<file path="config.mk">
export PLATFORM = sky130hd
export DESIGN_NAME = mtf_cell
export DESIGN_NICKNAME = d
export VERILOG_FILES = /design/src/design/mtf_pkg.sv /design/src/design/mtf_cell.sv
export SDC_FILE = /design/constraint.sdc
export NUM_CORES = 1
export LEC_CHECK = 0
export BUFFER_PORTS_ARGS = -buffer_cell sky130_fd_sc_hd__buf_4
export CORE_AREA = 3 3 40 42
export CTS_BUF_LIST = sky130_fd_sc_hd__clkbuf_8
export DETAILED_ROUTE_END_ITERATION = 12
export DIE_AREA = 0 0 43 45
export PLACE_DENSITY_LB_ADDON = 0.15
export SLEW_MARGIN = 40
export SYNTH_ARGS = -nofsm -noshare
export SYNTH_HDL_FRONTEND = slang
export SYNTH_SLANG_ARGS = --single-unit
</file>
<file path="constraint.sdc">
create_clock -name clock -period 2.94 [get_ports clock]
set_input_delay 0.294 -clock clock [delete_from_list [all_inputs] [get_ports clock]]
set_output_delay 0.294 -clock clock [all_outputs]
set_load 0.03 [all_outputs]
</file>
<file path="src/design/mtf_pkg.sv">
// Shared types and constants for the move-to-front codec.
`default_nettype none
package mtf_pkg;

   localparam int unsigned DATA_W = 8;
   localparam int unsigned OP_W   = 2;
   // Wide enough to compare a list position, a step count or a byte without loss.
   localparam int unsigned CMP_W  = DATA_W + 1;

   typedef enum logic [OP_W-1:0] {
      OP_CLEAR  = 2'd0,
      OP_APPEND = 2'd1,
      OP_CODE   = 2'd2
   } op_type;

   typedef enum logic [1:0] {
      ST_IDLE,
      ST_SEARCH,
      ST_MOVE
   } state_type;

   // Broadcast from the sequencer to every cell of the list.
   typedef struct packed {
      logic              shift;
      logic              append;
      logic [DATA_W-1:0] wdata;
      logic [DATA_W-1:0] feed;
   } cell_ctl_type;

endpackage
`default_nettype wire

</file>
<file path="src/design/mtf_cell.sv">
// One list entry: shifts toward the head, takes the tail feed, or takes an append.
`default_nettype none
module mtf_cell import mtf_pkg::*; #(
   parameter int unsigned DEPTH = 256,
   parameter int unsigned INDEX = 0,
   localparam int unsigned CNT_W = $clog2(DEPTH + 1)
) (
   input  wire logic              clock,
   input  wire cell_ctl_type      ctl,
   input  wire logic [CNT_W-1:0]  count,
   input  wire logic [DATA_W-1:0] right_in,
   output logic [DATA_W-1:0]      value_out
);

   logic [DATA_W-1:0] value_ff;
   logic [DATA_W-1:0] value_in;
   logic              is_tail;

   // Ring closes at the last occupied entry.
   assign is_tail = (count == CNT_W'(INDEX + 1));

   always_comb begin
      value_in = value_ff;
      if (ctl.shift) begin
         value_in = is_tail ? ctl.feed : right_in;
      end else if (ctl.append && (count == CNT_W'(INDEX))) begin
         value_in = ctl.wdata;
      end
   end

   always_ff @(posedge clock) begin
      value_ff <= value_in;
   end

   assign value_out = value_ff;

endmodule
`default_nettype wire

</file>
==> results of run 1 <==
## cells by family (layout without fill, tap and decap cells)
group	after synthesis	in the layout	synth area share, %
mux	16	16	35.6
flops	8	8	47.4
simple gates	3	3	12.6
buf+inv	2	47	2.22
compound gates	1	1	2.22
## Yosys cell counts
library cell	number
mux2_1	2
edfxtp_1	8
mux2_2	14
a41o_2	1
inv_1	1
buf_4	1
nand4_4	1
nor4_4	2
## layout make-up
cell class                 instances  area (um2)
fill                             109         403
timing repair buffer              43         323
multi-input combinational         20         255
sequential                         8         240
clock buffer                       3        41.3
tap                               15        18.8
inverter                           1        3.75
## per-layer routing
layer  wire length, um  part of all wire [%]
met4                 0                     0
met1               370                    33
met2               589                    52
met3               172                    15
met5                 0                     0
## path summary, 6_finish.rpt
path                           end     start  slack (ns)  depth (start not counted)
worst max-delay path  value_out[5]  count[5]        1.60                          4
worst min-delay path  value_out[5]    ctl[5]        0.36                          2
## per-stage QoR
| stage | util [%] | hold slack [ns] | setup WS [ns] | area [um2] | std cells |
|---|---|---|---|---|---|
| CTS | 68.6 | 0.357 | 1.59 | 882 | 90 |
| global placement | 65.4 | 0.581 | 1.37 | 841 | 87 |
| finish | 68.6 | 0.358 | 1.60 | 882 | 90 |
| detailed placement | 65.4 | 0.584 | 1.36 | 841 | 87 |
| global route | 68.6 | 0.357 | 1.52 | 882 | 90 |
| floorplan | - | 0.495 | 1.55 | 507 | 30 |
## where the power goes
part / internal (mW) / switching [mW]
combinational: 0.0569 / 0.0426
sequential: 0.139 / 0.00265
clock: 0.0885 / 0.0404
## placed cells by master (no fill, tap or decap)
cell type and count:
buf_4 43, mux2_2 14, edfxtp_1 8, clkbuf_8 3, nor4_4 2, mux2_1 2, nand4_4 1, inv_1 1
a41o_2 1
==> metrics.yaml, run 1 <==
sta:
  tightest_slew_ns: 0.287
  finalCritPeriodShare_pct: 45.5
  rsz0062_at_grt: "false"
  fin_crit_ns: 1.34
  fmax_mhz: 747
  setup-tns-final_ns: 0
  max-slew-margin-rel_pct: 80.7
  drv_slew: 0
  setup-violations-final: 0
  final-hold-violation-count: 0
detailed_routing:
  routed_via_density: 4.74
  dr.pass1.iters: 2
  vias: 427
  wirelength_um: 1130
  drt-initial-drc-count: 2
  wl_per_cell_um: 12.6
  detail-route-antenna-nets: 0
  drc_errors: 0
yosys:
  post_synth.cell_area_avg_um2: 16.9
  synth_area_leaders: "edfxtp_1, mux2_2, nor4_4, mux2_1, nand4_4"
  synth_top_area_share_pct: 47.4
  ys_ff_latch: 8
  synthesis.nets: 66
  yosysSeqAreaShare_pct: 47.4
  ys_types: 8
  ys_warn_count: 0
  synth_area_um2: 507
  yosysTopAreaCell: "edfxtp_1"
  postSynthCellCount: 30
worst_setup_path:
  required_ns: 2.91
  start_kind: "primary input"
  slowest_delay_ns: 0.35
  critical_path.top_delay_family: "simple AND/OR/NAND/NOR gates"
  cp_slowest_cell: "mux2_1"
  path_buf_inv: 1
  arrival_ns: 1.30
  worstPathMaxFanout: 8
  path_class: "in2reg"
  crit_chain: "buf_4 -> nor4_4 -> nand4_4 -> mux2_1"
  worst_setup_path_end_kind: "flip-flop"
global_routing:
  grt_pass1_wl_um: 1900
  grt_max_degree: 11
  grt_use_met1_pct: 15.4
  gr-total-overflow: 0
  use_met2_pct: 21.6
  track_usage_pct: 13.2
  gr-usage-met3_pct: 5.58
  gr-max-usage-layer: "met2"
  grt_pass1_vias: 480
  antenna_found_initial: 0
clock_tree:
  cts_buffers: 3
  cts_tree: "yes"
  path_clk_slew_ns: 0.04
  max-clock-path-buffers: 2
  root_buffer: "clkbuf_8"
  cts_setup_buffers: 0
  ctsHoldBuffers: 0
  htreeDepth: 1
  cts_sinks: 8
  ctsResizeCount: 0
floorplan:
  die_w_um: 43
  dieArea_um2: 1940
  die_y_um: 45
  core_area_um2: 1280
  start_util_pct: 39.4
  rows: 13
  ioPinCount: 44
power:
  peakVddDrop_v: 0.000234
  p_total_mw: 0.370
  leakage_nw: 0.392
  p_per_area_nw_per_um2: 419
job:
  drv_cap: 0
final_layout:
  largest_register_ffs: 8
  drive_above_1_share_pct: 85.3
  area_growth_pct: 74.1
  diodes: 0
  nNetsFinal: 113
run_status:
  outcome: "finished, final reports clean"
min_path:
  hold_path_class: "in2reg"
placement:
  port_buffers: 43
  place.gp.congestion: 0.594
Note: power is estimated with default switching activity, not from simulation.
==> run 2: changes to the inputs <==
Settings changed: CORE_AREA 3 3 40 42 to default, CORE_MARGIN from default to 3, CORE_UTILIZATION from default to 34, DIE_AREA 0 0 43 45 to default.
Clock period 2.94 ns to 1.1 ns, I/O delays scaled along.
==> run 2 against run 1 <==
Effect of this change:
- the flow now finishes with violations (setup timing)
- hold slack worse by 0.17 ns
- routed wire length up 14%
- utilization down 0.81 points
- worst setup slack worse by 1.7 ns
- count of clock-buffer cells in the layout unchanged
- clock power rose to 2.7 times the previous value
- critical path type unchanged
- highest routed layer is now met4
==> metrics.yaml, run 2 (synthesized netlist as in run 1, its figures left out) <==
run_status:
  outcome: "finished, violations left"
  failed_checks: "setup timing"
final_layout:
  final_cell_mix: "buf_4, mux2_2, edfxtp_1"
  drive_above_1_share_pct: 88.2  # +2.8 points
  fin_cells: 91  # +1.1%
  design_area_um2: 916  # +3.8%
  area_growth_pct: 80.7
  diodes: 0  # unchanged
  largest_register_ffs: 8  # unchanged
  nNetsFinal: 114  # +0.88%
  final_common_cell: "buf_4"
clock_tree:
  cts_buffers: 3  # unchanged
  path_clk_slew_ns: 0.04  # about the same
  htreeDepth: 1  # unchanged
  cts_tree: "yes"
  root_buffer: "clkbuf_8"
  cts_sinks: 8  # unchanged
  max-clock-path-buffers: 2  # unchanged
worst_setup_path:
  required_ns: 1.07  # -1.84 ns
  arrival_ns: 1.12  # -0.18 ns
  crit_start: "count[6]"
  worstPathMaxFanout: 8  # unchanged
  start_kind: "primary input"
  path_class: "in2reg"
  worst_setup_path_end_kind: "flip-flop"
detailed_routing:
  wl_per_cell_um: 14.2  # +13%
  routed_via_density: 4.87  # +2.6%
  drc_errors: 0  # unchanged
  wirelength_um: 1290  # +14%
  detail-route-antenna-nets: 0  # unchanged
  drt-initial-drc-count: 2  # unchanged
  vias: 443  # +3.7%
  dr.pass1.iters: 2  # unchanged
sta:
  setup-violations-final: 16  # +16
  fin_hold_ws_ns: 0.187  # -0.172 ns
  fin_crit_ns: 1.16
  max-slew-margin-rel_pct: 80.5  # -0.24 points
  tightest_slew_ns: 0.291  # +0.00352 ns
  rsz0062_at_grt: "true"
  setup_slack_ns: -0.0551  # -1.66 ns
  drv_slew: 0  # unchanged
  final-hold-violation-count: 0  # unchanged
  fmax_mhz: 866
  finalCritPeriodShare_pct: 105
floorplan:
  core_area_um2: 1350  # +5.1%
  start_util_pct: 37.5  # -1.9 points
  die_y_um: 44.6  # -0.88%
  rows: 13  # unchanged
  die_w_um: 44.6  # +3.7%
  ioPinCount: 44  # unchanged
  dieArea_um2: 1990  # +2.8%
placement:
  placedInstanceArea_um2: 841  # unchanged
  port_buffers: 43  # unchanged
  dp_slack_ns: -0.332  # -1.69 ns
  place_inst: 87  # unchanged
  place.gp.congestion: 0.607  # +2.1%
power:
  leakage_nw: 0.415  # +5.8%
  p_total_mw: 1.00  # +170%
  p_per_area_nw_per_um2: 1100  # +160%
  peakVddDrop_v: 0.000721  # +210%
global_routing:
  grt_max_degree: 11  # unchanged
  gr-total-overflow: 0  # unchanged
  grt_pass1_vias: 489  # +1.9%
  track_usage_pct: 14.7  # +1.5 points
  antenna_found_initial: 0  # unchanged
  grt_pass1_wl_um: 2040  # +7.2%
min_path:
  whs_path_depth: 2  # unchanged
  hold_path_class: "in2reg"
  hp-start: "ctl[0]"
job:
  drv_cap: 0  # unchanged
==> run 2: what timing repair did <==
| item | CTS | global route |
|---|---|---|
| gates resized for setup | 5 | 2 |
| hold buffers | 0 | 0 |
| setup endpoints to repair | 8 | 16 |
| buffers inserted | 1 | 0 |
| pin swaps | 3 | 3 |
==> run 2: area by class of cell <==
type,instances,area [um2]
inverter,1,3.75
sequential,8,240
timing repair buffer,44,349
clock buffer,3,41.3
fill,116,434
tap,15,18.8
multi-input combinational,20,263
==> run 2: final timing paths <==
kind | endpoint | slack, ns
hold / removal | value_out[0] | 0.19
setup / recovery | value_out[6] | -0.06
==> run 2: layer usage <==
layer	vias to the layer above	routed length [um]	global-route usage, %
met5	-	0	0
met1	197	460	14.8
met3	2	165	4.88
met4	0	6	7.23
li1	216	-	-
met2	28	660	26.6
==> run 2: per-stage QoR <==
| stage | TNS, ns | util, % |
|---|---|---|
| 3_5_place_dp | -3.60 | 62.3 |
| 3_3_place_gp | -3.09 | 62.3 |
| 5_1_grt | -1.25 | 67.8 |
| 2_1_floorplan | -0.631 | - |
| 6_report | -0.386 | 67.8 |
| 4_1_cts | -0.504 | 67.3 |
==> run 2: worst max-delay path: stages <==
cell	delay, ns
buf_6	0.10
nor4_4	0.34
nand4_4	0.23
mux2_4	0.35
==> run 2: power by group <==
| part | internal (mW) | leakage (nW) | switching, mW |
|---|---|---|---|
| Sequential | 0.371 | 0.0783 | 0.00709 |
| Clock | 0.237 | 0.0216 | 0.109 |
| Combinational | 0.164 | 0.315 | 0.117 |
| Total | 0.771 | 0.415 | 0.233 |
==> run 3: changes to the inputs <==
Settings changed: MAX_ROUTING_LAYER from default to met4.
==> run 3 against run 2 <==
Effect of this change:
- the run still ends with setup timing left
- clock power hardly changed
- utilization unchanged
- final area stayed put
- combinational power hardly changed
- first-iteration DRC count is the same
- flip-flop and latch count did not move
- count of clock-buffer cells in the layout unchanged
- total power barely moved
- cell count unchanged
- sequential power barely moved
- routed wire length stayed put
==> metrics.yaml, run 3 (synthesized netlist as in run 1, its figures left out) <==
global_routing:
  track_usage_pct: 15.2  # +0.44 points
  gr-total-overflow: 0  # unchanged
  grt_max_degree: 11  # unchanged
  grt_pass1_vias: 488  # -0.20%
  antenna_found_initial: 0  # unchanged
  grt_pass1_wl_um: 2040  # unchanged
detailed_routing:
  wl_per_cell_um: 14.2  # unchanged
  detail-route-antenna-nets: 0  # unchanged
  dr.pass1.iters: 2  # unchanged
  routed_via_density: 4.87  # unchanged
  wirelength_um: 1290  # unchanged
  drt-initial-drc-count: 2  # unchanged
  drc_errors: 0  # unchanged
  vias: 443  # unchanged
worst_setup_path:
  worstPathMaxFanout: 8  # unchanged
  required_ns: 1.07  # about the same
  start_kind: "primary input"
  path_class: "in2reg"
  arrival_ns: 1.12  # about the same
  worst_setup_path_end_kind: "flip-flop"
final_layout:
  diodes: 0  # unchanged
  area_growth_pct: 80.7  # unchanged
  final_common_cell: "buf_4"
  fillers: 116  # unchanged
  final_cell_mix: "buf_4, mux2_2, edfxtp_1"
  design_area_um2: 916  # unchanged
  nNetsFinal: 114  # unchanged
  drive_above_1_share_pct: 88.2  # unchanged
  largest_register_ffs: 8  # unchanged
clock_tree:
  cts_buffers: 3  # unchanged
  cts_tree: "yes"
  max-clock-path-buffers: 2  # unchanged
  path_clk_slew_ns: 0.04  # about the same
  htreeDepth: 1  # unchanged
  ctsHoldBuffers: 0  # unchanged
  root_buffer: "clkbuf_8"
  cts_sinks: 8  # unchanged
floorplan:
  rows: 13  # unchanged
  dieArea_um2: 1990  # unchanged
  die_w_um: 44.6  # unchanged
  ioPinCount: 44  # unchanged
  core_area_um2: 1350  # unchanged
  die_y_um: 44.6  # unchanged
  start_util_pct: 37.5  # unchanged
power:
  p_total_mw: 1.00  # about the same
  leakage_nw: 0.415  # unchanged
  p_per_area_nw_per_um2: 1100  # about the same
  peakVddDrop_v: 0.000721  # about the same
placement:
  port_buffers: 43  # unchanged
  place.gp.congestion: 0.611  # +0.68%
  placedInstanceArea_um2: 841  # unchanged
sta:
  tightest_slew_ns: 0.291  # unchanged
  setup-violations-final: 16  # unchanged
  drv_slew: 0  # unchanged
  fmax_mhz: 866  # about the same
  setup-tns-final_ns: -0.386  # +0.00000900 ns
  setup_slack_ns: -0.0552  # -0.0000239 ns
  fin_crit_ns: 1.16  # +0.0000239 ns
  final-hold-violation-count: 0  # unchanged
  rsz0062_at_grt: "true"
  finalCritPeriodShare_pct: 105  # about the same
  max-slew-margin-rel_pct: 80.5  # unchanged
run_status:
  failed_checks: "setup timing"
  outcome: "finished, violations left"
job:
  drv_cap: 0  # unchanged
min_path:
  hold_path_class: "in2reg"
-- run 3: through the flow --
stage	util [%]	hold WS [ns]	worst slack, ns	std cells
after floorplan	-	0.311	-0.107	30
final	67.8	0.187	-0.0552	91
after global routing	67.8	0.192	-0.117	91
after detailed placement	62.3	0.409	-0.332	87
after global placement	62.3	0.394	-0.281	87
after CTS	67.3	0.184	-0.0802	91
-- run 3: worst max-delay path, stage by stage --
cell	delay, ns
buf_6	0.10
nor4_4	0.34
nand4_4	0.23
mux2_4	0.35
-- run 3: metal layers --
metal | GRT usage [%] | part of all wire [%] | wire, um | up-vias
met5 | - | 0 | 0 | -
li1 | - | - | - | 216
met3 | 4.88 | 13 | 165 | 2
met2 | 26.6 | 51 | 660 | 28
met1 | 14.8 | 36 | 460 | 197
met4 | 7.23 | 0.46 | 6 | 0
-- run 3: power by group --
| group | internal (mW) | total, mW | switching [mW] |
|---|---|---|---|
| registers | 0.371 | 0.378 | 0.00709 |
| clock network | 0.237 | 0.346 | 0.109 |
| logic | 0.164 | 0.281 | 0.117 |
-- run 3: final cells by class --
cell class	count	area (um2)	share of cell area, %
Multi-Input combinational cell	20	263	28.7
Clock buffer	3	41.3	4.51
Tap cell	15	18.8	2.05
Timing Repair Buffer	44	349	38.1
Inverter	1	3.75	0.410
Sequential cell	8	240	26.2
-- run 3: final timing paths --
| path | start | end | cells after the start | slack [ns] |
|---|---|---|---|---|
| setup / recovery | count[6] | value_out[6] | 4 | -0.06 |
| hold / removal | ctl[0] | value_out[0] | 2 | 0.19 |
-- run 3: repair_timing --
item,CTS,global route
pin swaps,3,3
setup buffers,1,0
endpoints found under the setup margin,8,16
gates resized for setup,5,2
