===== config.mk =====
export PLATFORM = sky130hd
export DESIGN_NAME = mtf_ctrl_flat
export DESIGN_NICKNAME = d
export VERILOG_FILES = /design/src/design/mtf_pkg.sv /design/src/design/mtf_if.sv /design/src/design/mtf_ctrl.sv /design/src/flat_wrapper.sv
export SDC_FILE = /design/constraint.sdc
export NUM_CORES = 1
export LEC_CHECK = 0
export ABC_CLOCK_PERIOD_IN_PS = 3700
export BUFFER_PORTS_ARGS = -buffer_cell sky130_fd_sc_hd__buf_2
export CORE_ASPECT_RATIO = 0.8
export CORE_MARGIN = 4
export CORE_UTILIZATION = 28
export CTS_CLUSTER_DIAMETER = 80
export DETAILED_ROUTE_END_ITERATION = 12
export HOLD_SLACK_MARGIN = 0.06
export PLACE_DENSITY = 0.58
export SLEW_MARGIN = 30
export SYNTH_ARGS = -nofsm -noshare
export SYNTH_HDL_FRONTEND = slang
export SYNTH_SLANG_ARGS = --single-unit

===== constraint.sdc =====
create_clock -name clock -period 3.7 [get_ports clock]
set_input_delay 0.925 -clock clock [delete_from_list [all_inputs] [get_ports clock]]
set_output_delay 0.925 -clock clock [all_outputs]
set_load 0.1 [all_outputs]

===== src/design/mtf_pkg.sv =====
// Shared types and constants for the move-to-front codec.
`default_nettype none
package mtf_pkg;

   localparam int unsigned DATA_W = 8;
   localparam int unsigned OP_W   = 2;
   // Wide enough to compare a list position, a step count or a byte without loss.
   localparam int unsigned CMP_W  = DATA_W + 1;

   typedef enum logic [OP_W-1:0] {
      OP_CLEAR  = 2'd0,
      OP_APPEND = 2'd1,
      OP_CODE   = 2'd2
   } op_type;

   typedef enum logic [1:0] {
      ST_IDLE,
      ST_SEARCH,
      ST_MOVE
   } state_type;

   // Broadcast from the sequencer to every cell of the list.
   typedef struct packed {
      logic              shift;
      logic              append;
      logic [DATA_W-1:0] wdata;
      logic [DATA_W-1:0] feed;
   } cell_ctl_type;

endpackage
`default_nettype wire


===== src/design/mtf_if.sv =====
// Valid/ready channel interfaces for requests, results and the mode register.
`default_nettype none
interface mtf_req_if import mtf_pkg::*; ();
   logic              valid;
   logic              ready;
   logic [OP_W-1:0]   op;
   logic [DATA_W-1:0] value;
   logic              last;

   modport source (output valid, op, value, last, input ready);
   modport sink   (input valid, op, value, last, output ready);
endinterface

interface mtf_rsp_if import mtf_pkg::*; ();
   logic              valid;
   logic              ready;
   logic [DATA_W-1:0] code_out;
   logic              error;
   logic              end_mark;

   modport source (output valid, code_out, error, end_mark, input ready);
   modport sink   (input valid, code_out, error, end_mark, output ready);
endinterface

interface mtf_csr_if;
   logic valid;
   logic ready;
   logic mode;

   modport source (output valid, mode, input ready);
   modport sink   (input valid, mode, output ready);
endinterface
`default_nettype wire


===== src/design/mtf_ctrl.sv =====
// Sequencer: handles requests, walks the list through the head cell, drives results.
`default_nettype none
module mtf_ctrl import mtf_pkg::*; #(
   parameter int unsigned LIST_DEPTH = 256,
   localparam int unsigned CNT_W = $clog2(LIST_DEPTH + 1),
   localparam int unsigned IDX_W = $clog2(LIST_DEPTH)
) (
   input  wire logic              clock,
   input  wire logic              reset,
   mtf_req_if.sink                req_chan,
   mtf_rsp_if.source              rsp_chan,
   mtf_csr_if.sink                csr_chan,
   input  wire logic [DATA_W-1:0] head,
   output cell_ctl_type           ctl,
   output logic [CNT_W-1:0]       count
);

   state_type         state_ff, state_in;
   logic [CNT_W-1:0]  count_ff, count_in;
   logic              mode_ff, mode_in;
   logic [CNT_W-1:0]  step_ff, step_in;
   logic [DATA_W-1:0] key_ff, key_in;
   logic              last_ff, last_in;
   logic              found_ff, found_in;
   logic [IDX_W-1:0]  pos_ff, pos_in;
   logic [DATA_W-1:0] sym_ff, sym_in;
   logic [DATA_W-1:0] hold_ff, hold_in;
   logic              rsp_valid_ff, rsp_valid_in;
   logic [DATA_W-1:0] code_ff, code_in;
   logic              err_ff, err_in;
   logic              end_ff, end_in;
   logic              out_free;
   logic              match;

   assign out_free = !rsp_valid_ff || rsp_chan.ready;

   // Decode matches on position, encode on byte; first hit wins.
   assign match = mode_ff ? (CMP_W'(step_ff) == CMP_W'(key_ff)) : (head == key_ff);

   always_comb begin
      state_in     = state_ff;
      count_in     = count_ff;
      mode_in      = mode_ff;
      step_in      = step_ff;
      key_in       = key_ff;
      last_in      = last_ff;
      found_in     = found_ff;
      pos_in       = pos_ff;
      sym_in       = sym_ff;
      hold_in      = hold_ff;
      rsp_valid_in = rsp_valid_ff && !rsp_chan.ready;
      code_in      = code_ff;
      err_in       = err_ff;
      end_in       = end_ff;
      ctl          = '0;
      ctl.feed     = head;

      if (csr_chan.valid) begin
         mode_in = csr_chan.mode;
      end

      unique case (state_ff)
         ST_IDLE: begin
            if (req_chan.valid) begin
               unique case (op_type'(req_chan.op))
                  OP_CLEAR: begin
                     count_in = '0;
                  end
                  OP_APPEND: begin
                     if (count_ff < CNT_W'(LIST_DEPTH)) begin
                        ctl.append = 1'b1;
                        ctl.wdata  = req_chan.value;
                        count_in   = CNT_W'(count_ff + 1'b1);
                     end
                  end
                  OP_CODE: begin
                     key_in   = req_chan.value;
                     last_in  = req_chan.last;
                     step_in  = '0;
                     found_in = 1'b0;
                     state_in = ST_SEARCH;
                  end
                  default: begin
                  end
               endcase
            end
         end
         ST_SEARCH: begin
            // One full rotation of the occupied entries leaves the list as it was.
            if (step_ff == count_ff) begin
               if (out_free) begin
                  rsp_valid_in = 1'b1;
                  code_in      = found_ff ? (mode_ff ? sym_ff : DATA_W'(pos_ff)) : '0;
                  err_in       = !found_ff;
                  end_in       = last_ff;
                  step_in      = '0;
                  state_in     = found_ff ? ST_MOVE : ST_IDLE;
               end
            end else begin
               ctl.shift = 1'b1;
               if (match && !found_ff) begin
                  found_in = 1'b1;
                  pos_in   = step_ff[IDX_W-1:0];
                  sym_in   = head;
               end
               step_in = CNT_W'(step_ff + 1'b1);
            end
         end
         ST_MOVE: begin
            // Second rotation: symbol first, entries ahead of it delayed one slot,
            // the old copy dropped, the rest passed through.
            ctl.shift = 1'b1;
            if (step_ff == '0) begin
               ctl.feed = sym_ff;
               hold_in  = head;
            end else if (CMP_W'(step_ff) <= CMP_W'(pos_ff)) begin
               ctl.feed = hold_ff;
               hold_in  = head;
            end
            step_in = CNT_W'(step_ff + 1'b1);
            if (CNT_W'(step_ff + 1'b1) == count_ff) begin
               state_in = ST_IDLE;
            end
         end
         default: begin
            state_in = ST_IDLE;
         end
      endcase
   end

   always_ff @(posedge clock) begin
      if (reset) begin
         state_ff     <= ST_IDLE;
         count_ff     <= '0;
         mode_ff      <= 1'b0;
         rsp_valid_ff <= 1'b0;
      end else begin
         state_ff     <= state_in;
         count_ff     <= count_in;
         mode_ff      <= mode_in;
         rsp_valid_ff <= rsp_valid_in;
      end
   end

   always_ff @(posedge clock) begin
      step_ff  <= step_in;
      key_ff   <= key_in;
      last_ff  <= last_in;
      found_ff <= found_in;
      pos_ff   <= pos_in;
      sym_ff   <= sym_in;
      hold_ff  <= hold_in;
      code_ff  <= code_in;
      err_ff   <= err_in;
      end_ff   <= end_in;
   end

   // No transfer is taken while reset is held.
   assign req_chan.ready    = (state_ff == ST_IDLE) && !reset;
   assign csr_chan.ready    = !reset;
   assign rsp_chan.valid    = rsp_valid_ff;
   assign rsp_chan.code_out = code_ff;
   assign rsp_chan.error    = err_ff;
   assign rsp_chan.end_mark = end_ff;
   assign count             = count_ff;

endmodule
`default_nettype wire


===== src/flat_wrapper.sv =====
// flat-port wrapper written by rule: the top's interface ports become plain ports
module mtf_ctrl_flat import mtf_pkg::*;
#(
   parameter int unsigned LIST_DEPTH = 256,
   localparam int unsigned CNT_W = $clog2(LIST_DEPTH + 1),
   localparam int unsigned IDX_W = $clog2(LIST_DEPTH)
)
  (clock, reset, head, ctl, count, req_chan_valid, req_chan_op, req_chan_value, req_chan_last, req_chan_ready, rsp_chan_valid, rsp_chan_code_out, rsp_chan_error, rsp_chan_end_mark, rsp_chan_ready, csr_chan_valid, csr_chan_mode, csr_chan_ready);
  mtf_req_if req_chan_i ();
  mtf_rsp_if rsp_chan_i ();
  mtf_csr_if csr_chan_i ();
  input  wire logic clock;
  input  wire logic reset;
  input  wire logic [DATA_W-1:0] head;
  output cell_ctl_type ctl;
  output logic [CNT_W-1:0] count;
  input wire logic [$bits(req_chan_i.valid)-1:0] req_chan_valid;
  input wire logic [$bits(req_chan_i.op)-1:0] req_chan_op;
  input wire logic [$bits(req_chan_i.value)-1:0] req_chan_value;
  input wire logic [$bits(req_chan_i.last)-1:0] req_chan_last;
  output wire logic [$bits(req_chan_i.ready)-1:0] req_chan_ready;
  output wire logic [$bits(rsp_chan_i.valid)-1:0] rsp_chan_valid;
  output wire logic [$bits(rsp_chan_i.code_out)-1:0] rsp_chan_code_out;
  output wire logic [$bits(rsp_chan_i.error)-1:0] rsp_chan_error;
  output wire logic [$bits(rsp_chan_i.end_mark)-1:0] rsp_chan_end_mark;
  input wire logic [$bits(rsp_chan_i.ready)-1:0] rsp_chan_ready;
  input wire logic [$bits(csr_chan_i.valid)-1:0] csr_chan_valid;
  input wire logic [$bits(csr_chan_i.mode)-1:0] csr_chan_mode;
  output wire logic [$bits(csr_chan_i.ready)-1:0] csr_chan_ready;
  assign req_chan_i.valid = req_chan_valid;
  assign req_chan_i.op = req_chan_op;
  assign req_chan_i.value = req_chan_value;
  assign req_chan_i.last = req_chan_last;
  assign req_chan_ready = req_chan_i.ready;
  assign rsp_chan_valid = rsp_chan_i.valid;
  assign rsp_chan_code_out = rsp_chan_i.code_out;
  assign rsp_chan_error = rsp_chan_i.error;
  assign rsp_chan_end_mark = rsp_chan_i.end_mark;
  assign rsp_chan_i.ready = rsp_chan_ready;
  assign csr_chan_i.valid = csr_chan_valid;
  assign csr_chan_i.mode = csr_chan_mode;
  assign csr_chan_ready = csr_chan_i.ready;
  mtf_ctrl #(.LIST_DEPTH(LIST_DEPTH)) u_core (.clock(clock), .reset(reset), .req_chan(req_chan_i), .rsp_chan(rsp_chan_i), .csr_chan(csr_chan_i), .head(head), .ctl(ctl), .count(count));
endmodule

==> results of run 1 <==
-- synth_stat cells (5+ instances only) --
| cell | n | area, µm² |
|---|---|---|
| nand3_1 | 7 | 35.0 |
| xor2_1 | 12 | 105 |
| and3_1 | 10 | 62.6 |
| inv_1 | 15 | 56.3 |
| ha_1 | 15 | 188 |
| mux2i_1 | 17 | 170 |
| o21ai_0 | 5 | 25.0 |
| nor2_1 | 32 | 120 |
| and2_1 | 11 | 68.8 |
| dfxtp_1 | 13 | 260 |
| clkbuf_1 | 5 | 18.8 |
| a21oi_1 | 10 | 50.1 |
| nand2b_1 | 7 | 43.8 |
| a221o_1 | 8 | 80.1 |
| xnor2_1 | 22 | 193 |
| nand2_1 | 9 | 33.8 |
| nand4_1 | 7 | 43.8 |
| edfxtp_1 | 53 | 1590 |
| nor2b_1 | 5 | 31.3 |
-- how the worst max path moves through the flow --
stage | to | slack [ns] | depth (start not counted)
after global placement | ctl[5] | 0.16 | 10
after detailed placement | ctl[3] | 0.05 | 9
final | ctl[5] | 0.01 | 10
after global routing | ctl[5] | -0.08 | 10
after floorplan | ctl[10] | -0.27 | 3
after CTS | ctl[1] | 0.002 | 9
-- power by group through the flow --
stage               clock network (mW)  registers [mW]  logic, mW
global placement                     0           0.839      0.221
finish                           0.886           0.825      0.248
detailed placement                   0           0.840      0.224
CTS                              0.903           0.825      0.232
floorplan                            0           0.841      0.160
global route                     0.933           0.826      0.266
-- area by class of cell --
cell class / count / area [µm²] / share of cell area
Tap cell: 171 / 214 / 0.0459
Clock buffer: 10 / 229 / 0.0491
Multi-Input combinational cell: 215 / 1650 / 0.354
Clock inverter: 6 / 81.3 / 0.0175
Timing Repair Buffer: 81 / 568 / 0.122
Sequential cell: 66 / 1850 / 0.397
Inverter: 17 / 63.8 / 0.0137
-- registers in the layout, indices dropped and copies added (netlist names) --
register,count
u_core.rsp_chan.error,1
u_core.rsp_chan.valid,1
u_core.state_ff,2
u_core.count,9
u_core.last_ff,1
u_core.rsp_chan.code_out,8
u_core.step_ff,9
u_core.mode_ff,1
u_core.found_ff,1
u_core.key_ff,8
u_core.hold_ff,8
u_core.pos_ff,8
u_core.rsp_chan.end_mark,1
u_core.sym_ff,8
-- what timing repair did --
item                       in CTS  in global routing
resized for setup              14                 26
setup buffers                   0                  2
pin swaps                       2                 11
hold endpoints to repair        0                  0
setup endpoints to repair       8                  8
gates cloned                    1                  0
-- metrics by stage --
stage / total power [mW] / setup WS [ns]
6_report: 1.96 / 0.0105
5_1_grt: 2.02 / -0.0801
4_1_cts: 1.96 / 0.00152
3_5_place_dp: 1.06 / 0.0463
3_3_place_gp: 1.06 / 0.161
2_1_floorplan: 1.00 / -0.271
-- logic make-up (layout without fill, tap and decap cells) --
kind of cell,count (synthesis),in the layout,share of synthesized area
AND/OR/NAND/NOR,111,111,0.175
flip-flops,66,66,0.521
AO/OA/AOI/OAI,36,37,0.0765
XOR/XNOR,35,35,0.0902
buffers and inverters,29,114,0.0363
multiplexers,17,17,0.0479
adder cells (fa/ha/maj),15,15,0.0529
-- layer usage --
| layer | wire (µm) | vias up | global-route usage |
|---|---|---|---|
| li1 | - | 1282 | - |
| met1 | 4180 | 1252 | 0.168 |
| met2 | 3970 | 78 | 0.193 |
| met3 | 577 | 6 | 0.0364 |
| met4 | 72 | 0 | 0.0352 |
| met5 | 0 | - | 0 |
==> impl_metrics.toml, run 1 <==
[global_routing]
grt_max_degree = 17
grtUsageTotal = 0.124
grt_pass1_wl_mm = 14.0
grt_overflow = 0
grt_pass1_vias = 2622
antenna_found_initial = 0

[power]
p_clk_frac = 0.452
p_int_mw = 1.49
p_leak_nw = 1.85
seqPwrFrac = 0.421
p_per_area_nw_per_um2 = 420
p_comb_frac = 0.126
p_sw_frac = 0.239
vdd_drop_max_v = 0.000249
p_sw_uw = 468

[sta]
setup_violations = 0
fin_crit_sh = 0.997
max_freq_ghz = 0.271
period_minus_slack_ns = 3.69
clock_skew_ns = 0.00649
fin_setup_tns_ns = 0
rsz0062_at_grt = "true"
hold_violations = 0
fin_hold_ws_ns = 0.408
worstMarginPinSlew_ns = 0.704
slew_headroom = 0.530
maxSlewViolCount = 0

[placed_design]
place_area_um2 = 4160
port_buffers = 64
gp_routability_congestion = 0.826
place_inst = 547
dp_hpwl_mm = 6.56

[floorplan]
io_pins = 65
coreArea_um2 = 12300
num_rows = 36
dieArea_um2 = 14600
dieWidth_um = 134
dieHeight_um = 109
start_util = 0.289

[routing]
drc_errors = 0
drtPass1Iterations = 4
vias = 2618
drtIter0Drc = 135
vias_per_cell = 4.63
post_drt_wl_per_cell_um = 15.5
routed_wl_mm = 8.80
ant_nets = 0

[layout]
fillers = 1189
mostFrequentLayoutCell = "buf_2"
drive_gt1_frac = 0.314
mostFrequentLayoutCells = "buf_2 (56), edfxtp_1 (53), nor2_1 (32)"
utilization = 0.379
finalInstanceArea_um2 = 4660
fin_cells = 566
syn_to_final_growth_pct = 31.2
diodes = 0
nets = 430

[cts]
clkSinkCount = 66
hold_buffers = 0
path_clk_slew_ns = 0.05
clk_latency_ns = 0.33
cts_buffers = 9
cts_root_buffer = "clkbuf_16"
htreeDepth = 3
clockBufferDepth = 2
tritoncts = "yes"

[min_path]
holdPathEnd = "u_core.rsp_chan.end_mark$_DFFE_PP_"
hold_path_depth = 0
holdCritStartpoint = "u_core.last_ff$_DFFE_PP_"
hold_path.class = "flip-flop to flip-flop"

[run_status]
status = "completed"

[worst_setup_path]
worstReg2RegEnd = "u_core.hold_ff[0]$_DFFE_PP_"
critPathMaxFanout = 4
r2r-start = "u_core.pos_ff[1]$_DFFE_PP_"
critPathLaunchType = "flip-flop"
path_buf_inv = 2
end_kind = "output pin"
critical_path.top_delay_family = "compound AO/OA/AOI/OAI gates"
critPathMostFrequentCell = "o21a_1"
slowest_stage = "edfxtp_1"
crit_start = "u_core.pos_ff[1]$_DFFE_PP_"
r2r_slack_ns = 1.13
crit_chain = "inv_2, ha_4, nor2b_1, o21a_1, o21a_1, o21a_1, o32ai_4, o21ai_2, a221o_2, buf_12"
cp.required_ns = 2.77
critPathArrivalTime_ns = 2.76
max_stage_delay_ns = 0.41
path_class = "flip-flop to output pin"
reg2reg_depth = 10

[synth]
synth_seq_area_share = 0.521
syn_area_um2 = 3550
synth_edf_count = 53
yosysUniqueCellTypes = 48
syn_inst = 309
synth-async-reset-ratio = 0
synth_ff_type = "edfxtp_1"
yosysWarnings = 0
synth_seq_cells = 66
syn_avg_cell_area_um2 = 11.5
syn_nets = 349

[flow_run]
cap_violations = 0
Power figures use the tool's default switching activity.
==> run 2: changes to the inputs <==
- ABC_CLOCK_PERIOD_IN_PS: 3700 -> 4700
- clock period: 3.7 -> 4.7 ns (I/O delays scaled with it)
==> run 2 against run 1 <==
  * Via count shrank 2.6%
  * Die area is the same
  * First-iteration DRC count grew 3.7%
  * Critical endpoint is now ctl[0]
==> impl_metrics.toml, run 2 (synthesized netlist as in run 1, its figures left out) <==
[cts]
htreeDepth = 3
cts_root_buffer = "clkbuf_16"
clockBufferDepth = 2
clk_latency_ns = 0.33
tritoncts = "yes"
postCtsSetupBuffers = 0
path_clk_slew_ns = 0.06
cts_buffers = 9
clkSinkCount = 66
hold_buffers = 0
cts_resized = 0

[global_routing]
grtUsageTotal = 0.118
grt_overflow = 0
grt_pass1_wl_mm = 13.3
grt_pass1_vias = 2579
antenna_found_initial = 0
grt_max_degree = 19

[power]
vdd_drop_max_v = 0.000143
p_total_mw = 1.53
p_per_area_nw_per_um2 = 349
p_leak_nw = 1.73

[placed_design]
place_area_um2 = 4070
gp_routability_congestion = 0.888
dp_hpwl_mm = 6.15
place_inst = 537
port_buffers = 64

[layout]
drive_gt1_frac = 0.241
fin_cells = 553
finalInstanceArea_um2 = 4390
utilization = 0.357
mostFrequentLayoutCell = "buf_2"
syn_to_final_growth_pct = 23.6
diodes = 0
multiInputGateArea_um2 = 1580
nets = 417
mostFrequentLayoutCells = "buf_2 (64), edfxtp_1 (53), nor2_1 (32)"
seqCellArea_um2 = 1850
fillers = 1242

[run_status]
status = "completed"

[worst_setup_path]
critPathMostFrequentCell = "o21a_1"
critical_path.top_delay_family = "compound AO/OA/AOI/OAI gates"
r2r_slack_ns = 1.91
max_stage_delay_ns = 0.52
reg2reg_depth = 8
worstReg2RegEnd = "u_core.hold_ff[7]$_DFFE_PP_"
path_buf_inv = 1
slowest_stage = "edfxtp_1"
crit_chain = "ha_1, nor2b_1, o21a_1, o21a_1, o21a_1, o32ai_1, and3b_1, a221o_1, buf_2"
critPathArrivalTime_ns = 3.16
path_class = "flip-flop to output pin"
critPathMaxFanout = 8
critPathLaunchType = "flip-flop"
cp.required_ns = 3.52
r2r-start = "u_core.step_ff[1]$_DFFE_PP_"
end_kind = "output pin"

[routing]
routed_wl_mm = 8.27
drtIter0Drc = 140
drtPass1Iterations = 4
drc_errors = 0
ant_nets = 0
vias_per_cell = 4.61
post_drt_wl_per_cell_um = 14.9
vias = 2551

[floorplan]
dieWidth_um = 134
dieHeight_um = 109
num_rows = 36
dieArea_um2 = 14600
start_util = 0.289
coreArea_um2 = 12300
io_pins = 65

[sta]
fin_setup_tns_ns = 0
fin_crit_sh = 0.922
rsz0062_at_grt = "false"
clock_skew_ns = 0.00643
hold_violations = 0
period_minus_slack_ns = 4.33
worstMarginPinSlew_ns = 0.768
maxSlewViolCount = 0
slew_headroom = 0.488
max_freq_ghz = 0.231
setup_violations = 0

[min_path]
hold_path_depth = 0
holdCritStartpoint = "u_core.last_ff$_DFFE_PP_"
hold_path.class = "flip-flop to flip-flop"
holdPathEnd = "u_core.rsp_chan.end_mark$_DFFE_PP_"

[flow_run]
cap_violations = 0
run 2: changes by cell type in the layout (fill, tap and decap cells not counted), moves of 2 or more:
| cell | delta |
|---|---|
| a221o_2 | -8 |
| buf_4 | -12 |
| buf_2 | +8 |
| buf_12 | -8 |
| clkinvlp_4 | +2 |
| and2_1 | +8 |
| clkinv_2 | -2 |
| a221o_1 | +8 |
| and2_2 | -8 |
run 2: cell type report:
cell class	count	share of cell area
Tap cell	171	0.0488
Clock buffer	10	0.0522
Sequential cell	66	0.422
Timing Repair Buffer	69	0.0816
Clock inverter	6	0.0208
Inverter	17	0.0145
Multi-Input combinational cell	214	0.360
run 2: power breakdown:
part	internal (mW)	switching [mW]	leakage (nW)
Clock	0.465	0.249	0.145
Combinational	0.0543	0.109	0.994
Sequential	0.641	0.0145	0.591
run 2: worst max path at each step:
stage / from / end / slack [ns] / depth (start not counted)
final: u_core.step_ff[1]$_DFFE_PP_ / ctl[0] / 0.37 / 9
after global routing: u_core.step_ff[1]$_DFFE_PP_ / ctl[2] / 0.15 / 9
after CTS: u_core.step_ff[1]$_DFFE_PP_ / ctl[2] / 0.33 / 9
after detailed placement: u_core.step_ff[1]$_DFFE_PP_ / ctl[2] / 0.70 / 9
after global placement: u_core.step_ff[1]$_DFFE_PP_ / ctl[3] / 0.78 / 9
after floorplan: req_chan_op[1] / ctl[10] / 0.03 / 3
run 2: through the flow:
step	hold WS (ns)	setup slack, ns
after floorplan	0.400	0.0348
after global placement	0.401	0.779
after detailed placement	0.411	0.696
after CTS	0.420	0.332
after global routing	0.426	0.148
final	0.417	0.365
run 2: layer usage:
| metal | share of wire | track usage | wire length (µm) | vias to the layer above |
|---|---|---|---|---|
| met3 | 0.053 | 0.0341 | 437 | 10 |
| met1 | 0.49 | 0.154 | 4030 | 1207 |
| li1 | - | - | - | 1256 |
| met4 | 0.014 | 0.0433 | 116 | 0 |
| met5 | 0 | 0 | 0 | - |
| met2 | 0.44 | 0.188 | 3680 | 78 |
==> run 3: changes to the inputs <==
- PLACE_DENSITY: 0.58 -> 0.45
==> run 3 against run 2 <==
  * Sequential power is essentially flat
  * Combinational power is essentially flat
  * Maximum frequency shrank 0.51%
  * Clock-buffer cell count shrank 1
  * Via count shrank 1.8%
  * Critical endpoint is now ctl[5]
  * Largest power group unchanged
  * Highest routed layer unchanged
==> impl_metrics.toml, run 3 (synthesized netlist as in run 1, its figures left out) <==
[run_status]
status = "completed"

[power]
p_per_area_nw_per_um2 = 350
p_total_mw = 1.54
p_leak_nw = 1.74
p_comb_frac = 0.107
seqPwrFrac = 0.426
vdd_drop_max_v = 0.000172
p_clk_frac = 0.467
p_sw_uw = 379
p_sw_frac = 0.247
p_int_mw = 1.16

[routing]
vias_per_cell = 4.52
post_drt_wl_per_cell_um = 15.9
ant_nets = 0
routed_wl_mm = 8.83
drtPass1Iterations = 4
drtIter0Drc = 94
vias = 2505
drc_errors = 0

[cts]
cts_root_buffer = "clkbuf_16"
hold_buffers = 0
clkSinkCount = 66
clockBufferDepth = 2
cts_resized = 0
postCtsSetupBuffers = 0
cts_buffers = 9
clk_latency_ns = 0.33
htreeDepth = 3
tritoncts = "yes"
path_clk_slew_ns = 0.06

[worst_setup_path]
path_class = "flip-flop to output pin"
critPathMaxFanout = 8
cp.required_ns = 3.52
critPathArrivalTime_ns = 3.18
end_kind = "output pin"
reg2reg_depth = 8
critPathLaunchType = "flip-flop"

[layout]
drive_gt1_frac = 0.243
fin_cells = 554
multiInputGateArea_um2 = 1580
utilization = 0.357
mostFrequentLayoutCell = "buf_2"
fillers = 1232
seqCellArea_um2 = 1850
nets = 418
syn_to_final_growth_pct = 23.7
mostFrequentLayoutCells = "buf_2 (64), edfxtp_1 (53), nor2_1 (32)"
diodes = 0
finalInstanceArea_um2 = 4390

[sta]
hold_violations = 0
layout_setup_ws_ns = 0.343
fin_hold_ws_ns = 0.419
maxSlewViolCount = 0
max_freq_ghz = 0.230
slew_headroom = 0.473
period_minus_slack_ns = 4.36
setup_violations = 0
clock_skew_ns = 0.00464
rsz0062_at_grt = "false"
worstMarginPinSlew_ns = 0.791
fin_crit_sh = 0.927
fin_setup_tns_ns = 0

[floorplan]
coreArea_um2 = 12300
dieWidth_um = 134
num_rows = 36
io_pins = 65
start_util = 0.289
dieHeight_um = 109
dieArea_um2 = 14600

[placed_design]
place_inst = 538
gp_routability_congestion = 0.830
dp_slack_ns = 0.689
place_area_um2 = 4070
dp_hpwl_mm = 6.55
port_buffers = 64

[global_routing]
grt_max_degree = 19
antenna_found_initial = 0
grt_overflow = 0
grtUsageTotal = 0.127
use_met3 = 0.0457
grt_pass1_wl_mm = 13.9
met2_usage = 0.186
grt_pass1_vias = 2518
grtUsageMet1 = 0.176
grt_busiest_layer = "met2"

[min_path]
hold_path.class = "flip-flop to flip-flop"
hold_path_depth = 0

[flow_run]
cap_violations = 0
## run 3: layout make-up
cell class / count / area share
multi-input cells: 214 / 0.359
repair buffers: 70 / 0.0831
inverters: 17 / 0.0145
well taps: 171 / 0.0487
clock buffers: 9 / 0.0513
flip-flops and latches: 66 / 0.422
clock inverters: 7 / 0.0214
## run 3: metal layers
metal	vias to the layer above	wire [µm]
met5	-	0
met4	0	84
li1	1259	-
met1	1174	4400
met2	65	3830
met3	7	513
## run 3: power by group through the flow
stage          Sequential, mW  Clock, mW  Combinational, mW
6_report                0.655      0.718              0.165
3_5_place_dp            0.667          0              0.167
4_1_cts                 0.655      0.737              0.168
2_1_floorplan           0.662          0              0.125
3_3_place_gp            0.667          0              0.166
5_1_grt                 0.656      0.765              0.178
## run 3: worst paths after layout
| path | from | slack [ns] | to |
|---|---|---|---|
| worst max-delay path | u_core.step_ff[1]$_DFFE_PP_ | 0.34 | ctl[5] |
| worst min-delay path | u_core.last_ff$_DFFE_PP_ | 0.42 | u_core.rsp_chan.end_mark$_DFFE_PP_ |
| worst max register to register | u_core.step_ff[1]$_DFFE_PP_ | 1.90 | u_core.hold_ff[3]$_DFFE_PP_ |
| worst min register to register | u_core.last_ff$_DFFE_PP_ | 0.42 | u_core.rsp_chan.end_mark$_DFFE_PP_ |
## run 3: critical path: stages, from the launching register on
cell	delay, ns
edfxtp_1	0.52
ha_1	0.34
nor2b_1	0.13
o21a_1	0.16
o21a_1	0.16
o21a_1	0.16
o32ai_1	0.36
and3b_1	0.39
a221o_1	0.20
buf_2	0.42
